==> config.mk <==
export PLATFORM = sky130hd
export DESIGN_NAME = address_region_table
export DESIGN_NICKNAME = d
export VERILOG_FILES = /design/src/hw/rtl/art_pkg.sv /design/src/hw/rtl/art_ram.sv /design/src/hw/rtl/address_region_table.sv
export SDC_FILE = /design/constraint.sdc
export NUM_CORES = 2
export LEC_CHECK = 0
export ABC_AREA = 1
export BUFFER_PORTS_ARGS = -buffer_cell sky130_fd_sc_hd__clkbuf_2
export CAP_MARGIN = 40
export CORE_UTILIZATION = 35
export DETAILED_ROUTE_END_ITERATION = 8
export GPL_ROUTABILITY_DRIVEN = 0
export HOLD_SLACK_MARGIN = 0.08
export SYNTH_ARGS = -nofsm -noshare
export SYNTH_HDL_FRONTEND = slang
export SYNTH_SLANG_ARGS = --single-unit
==> constraint.sdc <==
create_clock -name clk -period 9.2 [get_ports clk]
set_input_delay 0.92 -clock clk [delete_from_list [all_inputs] [get_ports clk]]
set_output_delay 0.92 -clock clk [all_outputs]
set_load 0.01 [all_outputs]
==> src/hw/rtl/art_pkg.sv <==
// Shared types and constants for the address region table.
// Holds the transaction structs, command and status codes, and the scan states.
// No dependencies.
package art_pkg;

    // Default number of stored ranges.
    localparam int ART_ENTRIES = 16;

    // Command codes. The unused fourth code behaves as a load lookup.
    localparam logic [1:0] CMD_LOAD   = 2'd0;
    localparam logic [1:0] CMD_STORE  = 2'd1;
    localparam logic [1:0] CMD_CREATE = 2'd2;

    // Result status codes.
    localparam logic [2:0] STAT_LOAD_HIT   = 3'd0;
    localparam logic [2:0] STAT_LOAD_MISS  = 3'd1;
    localparam logic [2:0] STAT_STORE_HIT  = 3'd2;
    localparam logic [2:0] STAT_STORE_MISS = 3'd3;
    localparam logic [2:0] STAT_CREATED    = 3'd4;
    localparam logic [2:0] STAT_OVERLAP    = 3'd5;
    localparam logic [2:0] STAT_FULL       = 3'd6;

    typedef struct packed {
        logic [1:0]         cmd;
        logic signed [31:0] address;
        logic signed [31:0] range_end;
        logic [15:0]        region_id;
    } art_req_t;

    typedef struct packed {
        logic [2:0]  status;
        logic [15:0] region_out;
    } art_rsp_t;

    // One stored range as it sits in the table memory.
    typedef struct packed {
        logic signed [31:0] start_addr;
        logic signed [31:0] end_addr;
        logic [15:0]        region;
    } art_entry_t;

    localparam int ENTRY_W = $bits(art_entry_t);

    typedef enum logic [1:0] {
        S_IDLE,
        S_SCAN,
        S_FINISH
    } art_state_t;

endpackage

==> src/hw/rtl/art_ram.sv <==
// Generic single-write, single-read synchronous RAM with a registered read.
// Used for the range table of the address region table. No dependencies.
module art_ram #(
    parameter int WIDTH = 8,
    parameter int DEPTH = 16,
    parameter int AW    = (DEPTH > 1) ? $clog2(DEPTH) : 1
) (
    input  logic             clk,
    input  logic             we,
    input  logic [AW-1:0]    waddr,
    input  logic [WIDTH-1:0] wdata,
    input  logic             re,
    input  logic [AW-1:0]    raddr,
    output logic [WIDTH-1:0] rdata
);

    logic [WIDTH-1:0] mem [DEPTH];
    logic [WIDTH-1:0] rdata_reg;

    always_ff @(posedge clk)
    begin
        if (we)
        begin
            mem[waddr] <= wdata;
        end
        if (re)
        begin
            rdata_reg <= mem[raddr];
        end
    end

    assign rdata = rdata_reg;

endmodule

==> src/hw/rtl/address_region_table.sv <==
// Address region table: top level with the scan sequencer and response register.
// Depends on art_pkg and art_ram.
//
// The block keeps up to ENTRIES inclusive address ranges in one synchronous
// memory, each tagged with a 16-bit region number. Every request transaction
// walks the stored ranges in insertion order with a single comparator set, one
// memory read per cycle, and keeps the best hit: the lowest region number, and
// among equal numbers the range inserted first. A load or store lookup reports
// the region whose range holds the address, or a miss with region 0. A create
// stores the new range only when it overlaps no stored range; otherwise it
// reports the conflicting region, and with a full table and no conflict it
// reports table full and stores nothing. Ranges are never removed. One request
// is in flight at a time: a request occupies the block while it reads every
// stored range, or goes straight to its response while the table is empty; the
// memory read port delivers one stored range per cycle. The response sits in
// an output register, so the next request is taken while a finished response
// still waits for the downstream side. The table needs no clearing after
// reset: only the first count entries, all written by earlier creates, are
// ever read.
module address_region_table #(
    parameter int ENTRIES = art_pkg::ART_ENTRIES
) (
    input  logic              clk,
    input  logic              rst_n,
    input  logic              req_valid,
    output logic              req_stall,
    input  art_pkg::art_req_t req,
    output logic              rsp_valid,
    input  logic              rsp_stall,
    output art_pkg::art_rsp_t rsp
);

    import art_pkg::*;

    localparam int AW = (ENTRIES > 1) ? $clog2(ENTRIES) : 1;
    localparam int CW = $clog2(ENTRIES + 1);

    // Sequencer state.
    art_state_t state_reg, state_next;

    // Latched request payload.
    logic [1:0]         cmd_reg;
    logic signed [31:0] addr_reg;
    logic signed [31:0] end_reg;
    logic [15:0]        rid_reg;

    // Table fill and scan bookkeeping.
    logic [CW-1:0] count_reg, count_next;
    logic [AW-1:0] rd_idx_reg, rd_idx_next;
    logic          issue_reg, issue_next;
    logic          pend_reg, pend_next;
    logic          found_reg, found_next;
    logic [15:0]   best_reg, best_next;

    // Response register.
    art_rsp_t rsp_reg, rsp_next;
    logic     rsp_valid_reg, rsp_valid_next;

    // Memory interface.
    logic          ram_we;
    logic          ram_re;
    art_entry_t    ram_wdata;
    logic [ENTRY_W-1:0] ram_rdata;
    art_entry_t    cur;

    logic accept;
    logic out_load;
    logic is_create;
    logic hit_create;
    logic hit_lookup;
    logic take;
    logic last_issue;
    logic table_full;

    art_ram #(
        .WIDTH (ENTRY_W),
        .DEPTH (ENTRIES),
        .AW    (AW)
    ) u_table (
        .clk   (clk),
        .we    (ram_we),
        .waddr (count_reg[AW-1:0]),
        .wdata (ram_wdata),
        .re    (ram_re),
        .raddr (rd_idx_reg),
        .rdata (ram_rdata)
    );

    assign req_stall = (state_reg != S_IDLE);
    assign accept    = req_valid && !req_stall;
    assign rsp_valid = rsp_valid_reg;
    assign rsp       = rsp_reg;

    assign cur        = art_entry_t'(ram_rdata);
    assign is_create  = (cmd_reg == CMD_CREATE);
    assign table_full = (count_reg == CW'(ENTRIES));

    // A create conflicts when either end of the stored range falls inside the
    // new one, or the new range lies inside the stored one.
    assign hit_create = (addr_reg <= cur.start_addr && end_reg >= cur.start_addr) ||
                        (addr_reg <= cur.end_addr   && end_reg >= cur.end_addr) ||
                        (addr_reg >= cur.start_addr && end_reg <= cur.end_addr);
    assign hit_lookup = (addr_reg >= cur.start_addr) && (addr_reg <= cur.end_addr);

    // Strict compare keeps the earliest entry among equal region numbers.
    assign take = pend_reg && (is_create ? hit_create : hit_lookup) &&
                  (!found_reg || (cur.region < best_reg));

    assign last_issue = ((CW'(rd_idx_reg) + CW'(1)) == count_reg);
    assign ram_re     = issue_reg;

    assign ram_wdata.start_addr = addr_reg;
    assign ram_wdata.end_addr   = end_reg;
    assign ram_wdata.region     = rid_reg;

    always_comb
    begin
        state_next     = state_reg;
        count_next     = count_reg;
        rd_idx_next    = rd_idx_reg;
        issue_next     = issue_reg;
        pend_next      = 1'b0;
        found_next     = found_reg;
        best_next      = best_reg;
        rsp_next       = rsp_reg;
        rsp_valid_next = rsp_valid_reg && rsp_stall;
        ram_we         = 1'b0;
        out_load       = 1'b0;

        if (take)
        begin
            found_next = 1'b1;
            best_next  = cur.region;
        end

        unique case (state_reg)
            S_IDLE:
            begin
                if (accept)
                begin
                    found_next  = 1'b0;
                    rd_idx_next = '0;
                    if (count_reg == '0)
                    begin
                        state_next = S_FINISH;
                    end
                    else
                    begin
                        issue_next = 1'b1;
                        state_next = S_SCAN;
                    end
                end
            end
            S_SCAN:
            begin
                if (issue_reg)
                begin
                    pend_next   = 1'b1;
                    rd_idx_next = rd_idx_reg + AW'(1);
                    if (last_issue)
                    begin
                        issue_next = 1'b0;
                    end
                end
                else if (pend_reg)
                begin
                    // Last stored range is being compared this cycle.
                    state_next = S_FINISH;
                end
            end
            S_FINISH:
            begin
                if (!rsp_valid_reg || !rsp_stall)
                begin
                    out_load       = 1'b1;
                    rsp_valid_next = 1'b1;
                    state_next     = S_IDLE;
                    if (is_create)
                    begin
                        priority if (found_reg)
                        begin
                            rsp_next.status     = STAT_OVERLAP;
                            rsp_next.region_out = best_reg;
                        end
                        else if (table_full)
                        begin
                            rsp_next.status     = STAT_FULL;
                            rsp_next.region_out = rid_reg;
                        end
                        else
                        begin
                            rsp_next.status     = STAT_CREATED;
                            rsp_next.region_out = rid_reg;
                            ram_we              = 1'b1;
                            count_next          = count_reg + CW'(1);
                        end
                    end
                    else
                    begin
                        if (cmd_reg == CMD_STORE)
                        begin
                            rsp_next.status = found_reg ? STAT_STORE_HIT : STAT_STORE_MISS;
                        end
                        else
                        begin
                            rsp_next.status = found_reg ? STAT_LOAD_HIT : STAT_LOAD_MISS;
                        end
                        rsp_next.region_out = found_reg ? best_reg : 16'd0;
                    end
                end
            end
            default:
            begin
                state_next = S_IDLE;
            end
        endcase
    end

    always_ff @(posedge clk or negedge rst_n)
    begin
        if (!rst_n)
        begin
            state_reg     <= S_IDLE;
            count_reg     <= '0;
            rd_idx_reg    <= '0;
            issue_reg     <= 1'b0;
            pend_reg      <= 1'b0;
            found_reg     <= 1'b0;
            rsp_valid_reg <= 1'b0;
        end
        else
        begin
            state_reg     <= state_next;
            count_reg     <= count_next;
            rd_idx_reg    <= rd_idx_next;
            issue_reg     <= issue_next;
            pend_reg      <= pend_next;
            found_reg     <= found_next;
            rsp_valid_reg <= rsp_valid_next;
        end
    end

    // Payload registers carry no reset.
    always_ff @(posedge clk)
    begin
        if (accept)
        begin
            cmd_reg  <= req.cmd;
            addr_reg <= req.address;
            end_reg  <= req.range_end;
            rid_reg  <= req.region_id;
        end
        best_reg <= best_next;
        rsp_reg  <= rsp_next;
    end

`ifndef SYNTHESIS
    // The fill count can never pass the table size.
    a_count_bound: assert property (@(posedge clk) disable iff (!rst_n)
        count_reg <= CW'(ENTRIES))
        else $error("region table count exceeds its size");

    // A successful create grows the table by exactly one range.
    a_create_grows: assert property (@(posedge clk) disable iff (!rst_n)
        (out_load && rsp_next.status == STAT_CREATED) |=>
            (count_reg == $past(count_reg) + CW'(1)))
        else $error("create response without table growth");

    // Table full is only reported when every entry is in use.
    a_full_only_when_full: assert property (@(posedge clk) disable iff (!rst_n)
        (out_load && rsp_next.status == STAT_FULL) |-> table_full)
        else $error("table full reported with free entries");

    // Memory data is only compared while a scan is in progress.
    a_pend_in_scan: assert property (@(posedge clk) disable iff (!rst_n)
        pend_reg |-> (state_reg == S_SCAN))
        else $error("read data pending outside of a scan");
`endif

endmodule

==> impl_metrics.json <==
{
  "status": "finished, final reports clean",
  "timing.final.hold_violations": 0,
  "synth_area_leader_cell": "sky130_fd_sc_hd__edfxtp_1",
  "setup.worst_path.end_class": "flop",
  "yosys_warnings": 0,
  "grt_start_max_net_pins": 209,
  "grt_overflow": 0,
  "initial_core_util_pct": 35.4,
  "drt_pre_antenna_iters": 6,
  "rsz0062_at_grt": "no",
  "power.ir.vdd_worst_uv": 239,
  "post_route_cells_drive_above_1_share_pct": 10.7,
  "synthesis.area_um2": 59400,
  "power_leakage_nw": 23.3,
  "postRouteWirelength_um": 160000,
  "hpwlAfterDp_um": 90900,
  "p_int_mw": 13.3,
  "timing.max_slew.rel_slack_pct": 30.3,
  "design.core.area_um2": 168000,
  "area_of_the_multi_input_gates_um2": 13300,
  "floorplan.die.height_um": 414,
  "synth_ff_type": "sky130_fd_sc_hd__edfxtp_1",
  "hold_path_class": "primary input to flop",
  "postRouteAntennaNets": 0,
  "start_kind": "flop",
  "row_count": 150,
  "final_util_pct": 40.4,
  "average_cell_area_after_synthesis_um2": 13.7,
  "synth.distinct_cells": 41,
  "synth_enable_flop_cells": 1477,
  "critical_path_peak_fanout": 36,
  "combPwrFrac_pct": 28.2,
  "postPlaceCellArea_um2": 62900,
  "die_w_um": 414,
  "flow.area_growth_from_synthesis_pct": 14.1,
  "final-max-slew-violation-count": 0,
  "finalClockSkew_ns": 0.0341,
  "synth_top_cells_by_count": "sky130_fd_sc_hd__edfxtp_1 (1477), sky130_fd_sc_hd__nand2_1 (677), sky130_fd_sc_hd__nor2_1 (381)",
  "async_flop_share_pct": 1.01,
  "finalSetupTns_ns": 0,
  "synth_top_cell_area_share_pct": 74.7,
  "grt_first_pass_wirelength_um": 235000,
  "first_global_vias": 35300,
  "cts_tree": "built",
  "p_sw_share_pct": 35.0,
  "root_buffer": "sky130_fd_sc_hd__clkbuf_16",
  "synth_cells": 4344,
  "initial_antenna_violation_count": 5,
  "clock.fmax_mhz": 237,
  "cts_buffers": 156,
  "power.share.sequential_pct": 42.6,
  "ys_seq_elements": 1492,
  "final_net_count": 4713,
  "drtIter0Drc": 3861,
  "post-route-period-util_pct": 45.9,
  "setup-violations-final": 0,
  "fillerInstances": 15400,
  "clockPowerShare_pct": 29.3,
  "port-buffer-count": 106,
  "track_usage_pct": 18.5,
  "power_dens_cells_nw_per_um2": 303,
  "drc": 0,
  "netlist_top_cells_area": "sky130_fd_sc_hd__edfxtp_1 (75%), sky130_fd_sc_hd__nand2_1 (4.3%), sky130_fd_sc_hd__ha_1 (3.1%)",
  "required_ns": 9.61,
  "yosys.cell_count.top_type": "sky130_fd_sc_hd__edfxtp_1",
  "cap_violations": 0,
  "power_switching_mw": 7.17,
  "critical_path_class": "flop to flop",
  "wl_per_cell_um": 23.5,
  "synth.yosys.seq_area_share_pct": 75.3,
  "finalWorstPathRequiredPeriod_ns": 4.23,
  "clk-insertion-delay-late_ns": 0.80,
  "ctsLongestPathBuffers": 3,
  "flip_flop_count_of_the_largest_register_all_copies_and_words_added": 1280,
  "ios": 107,
  "worst_pin_slew_ns": 1.05,
  "floorplan.die_area_um2": 171000,
  "final_area_um2": 67700,
  "ff_latch_area_um2": 44700,
  "path_clk_slew_ns": 0.06,
  "number_of_nets_in_the_synthesized_netlist": 4578,
  "crit_arrival_ns": 4.64,
  "number_of_h_tree_levels": 4,
  "cts_setup_buffers": 0,
  "detail_route.vias_per_cell": 5.37,
  "cts.sink_count": 1492,
  "routed-via-count": 36600
}
-- cells in the final DEF, fill, tap and decap left out, types with 53 or more instances in the layout --
| master | synthesis | routed |
|---|---|---|
| sky130_fd_sc_hd__nand4_1 | 64 | 64 |
| sky130_fd_sc_hd__o22ai_1 | 110 | 110 |
| sky130_fd_sc_hd__o21ai_0 | 360 | 360 |
| sky130_fd_sc_hd__a21oi_1 | 282 | 282 |
| sky130_fd_sc_hd__o221ai_1 | 53 | 53 |
| sky130_fd_sc_hd__ha_1 | 148 | 148 |
| sky130_fd_sc_hd__inv_1 | 133 | 132 |
| sky130_fd_sc_hd__buf_4 | 5 | 102 |
| sky130_fd_sc_hd__edfxtp_1 | 1477 | 1477 |
| sky130_fd_sc_hd__a221oi_1 | 108 | 108 |
| sky130_fd_sc_hd__nor2_1 | 381 | 366 |
| sky130_fd_sc_hd__o21ai_1 | 107 | 107 |
| sky130_fd_sc_hd__clkbuf_16 | 0 | 165 |
| sky130_fd_sc_hd__clkbuf_2 | 0 | 106 |
| sky130_fd_sc_hd__nand2_1 | 677 | 677 |
| sky130_fd_sc_hd__nand3_1 | 122 | 122 |
-- power groups by stage --
| stage | sequential [mW] | combinational, mW | clock [mW] |
|---|---|---|---|
| 3_5_place_dp | 8.87 | 5.76 | 0 |
| 6_report | 8.73 | 5.77 | 6.00 |
| 3_3_place_gp | 8.87 | 5.58 | 0 |
| 4_1_cts | 8.73 | 5.78 | 6.10 |
| 2_1_floorplan | 8.72 | 3.63 | 0 |
| 5_1_grt | 8.78 | 6.36 | 6.35 |
-- critical path, stage by stage, from the launching register on --
cell and delay, ns:
sky130_fd_sc_hd__edfxtp_1 0.35, sky130_fd_sc_hd__inv_1 0.08, sky130_fd_sc_hd__nand2_1 0.16, sky130_fd_sc_hd__nor2_2 0.59
sky130_fd_sc_hd__nand3_1 0.32, sky130_fd_sc_hd__inv_2 0.19, sky130_fd_sc_hd__nand2_1 0.25, sky130_fd_sc_hd__nor2_4 0.63
sky130_fd_sc_hd__buf_4 0.58, sky130_fd_sc_hd__buf_4 0.63
-- layout make-up --
type / instances / share of cell area [%]
flip-flops and latches: 1492 / 66.0
multi-input cells: 2466 / 19.6
clock buffers: 196 / 6.27
well taps: 2204 / 4.07
repair buffers: 223 / 2.39
clock inverters: 85 / 0.835
inverters: 140 / 0.813
diodes: 2 / 0.00739
-- metrics by stage --
stage / hold WS [ns] / std cells / total power, mW / setup WS [ns]
floorplan: 0.427 / 4344 / 12.3 / 2.82
global placement: 0.444 / 6512 / 14.5 / 4.12
detailed placement: 0.444 / 6524 / 14.6 / 4.51
CTS: 0.252 / 6806 / 20.6 / 4.93
global route: 0.270 / 6806 / 21.5 / 4.63
finish: 0.296 / 6808 / 20.5 / 4.97
-- final timing paths --
check | start | to | slack [ns] | depth (start not counted)
max | cmd_reg[0] | u_table.mem[9][39] | 4.97 | 9
min | req[49] | addr_reg[1] | 0.30 | 1
max reg2reg | cmd_reg[0] | u_table.mem[9][39] | 4.97 | 9
min reg2reg | u_table.rdata[6] | best_reg[6] | 0.45 | 0
max in group asynchronous | rst_n | issue_reg | 8.24 | 2
min in group asynchronous | rst_n | rsp_valid | 0.61 | 2
-- per-layer routing --
| metal | global-route usage [%] | vias up | routed length (um) |
|---|---|---|---|
| met3 | 2.85 | 246 | 11300 |
| met1 | 25.6 | 18400 | 68800 |
| met5 | 0 | - | 51 |
| met2 | 30.2 | 1461 | 76300 |
| met4 | 4.91 | 8 | 3460 |
| li1 | - | 16500 | - |
-- cell families (layout without fill, tap and decap cells) --
kind of cell / after synthesis / in the layout / synth area share [%]
adder cells (fa/ha/maj): 148 / 148 / 3.12
buffers and inverters: 386 / 644 / 2.62
XOR/XNOR: 8 / 8 / 0.118
flip-flops: 1492 / 1492 / 75.3
other: 0 / 2 / 0
AO/OA/AOI/OAI: 1042 / 1042 / 10.1
AND/OR/NAND/NOR: 1268 / 1268 / 8.70
-- timing repair --
item	CTS	global route
endpoints found under the setup margin	0	0
hold buffers	1	0
endpoints found under the hold margin	15	0
resized for setup	0	0
Power figures use the tool's default switching activity.
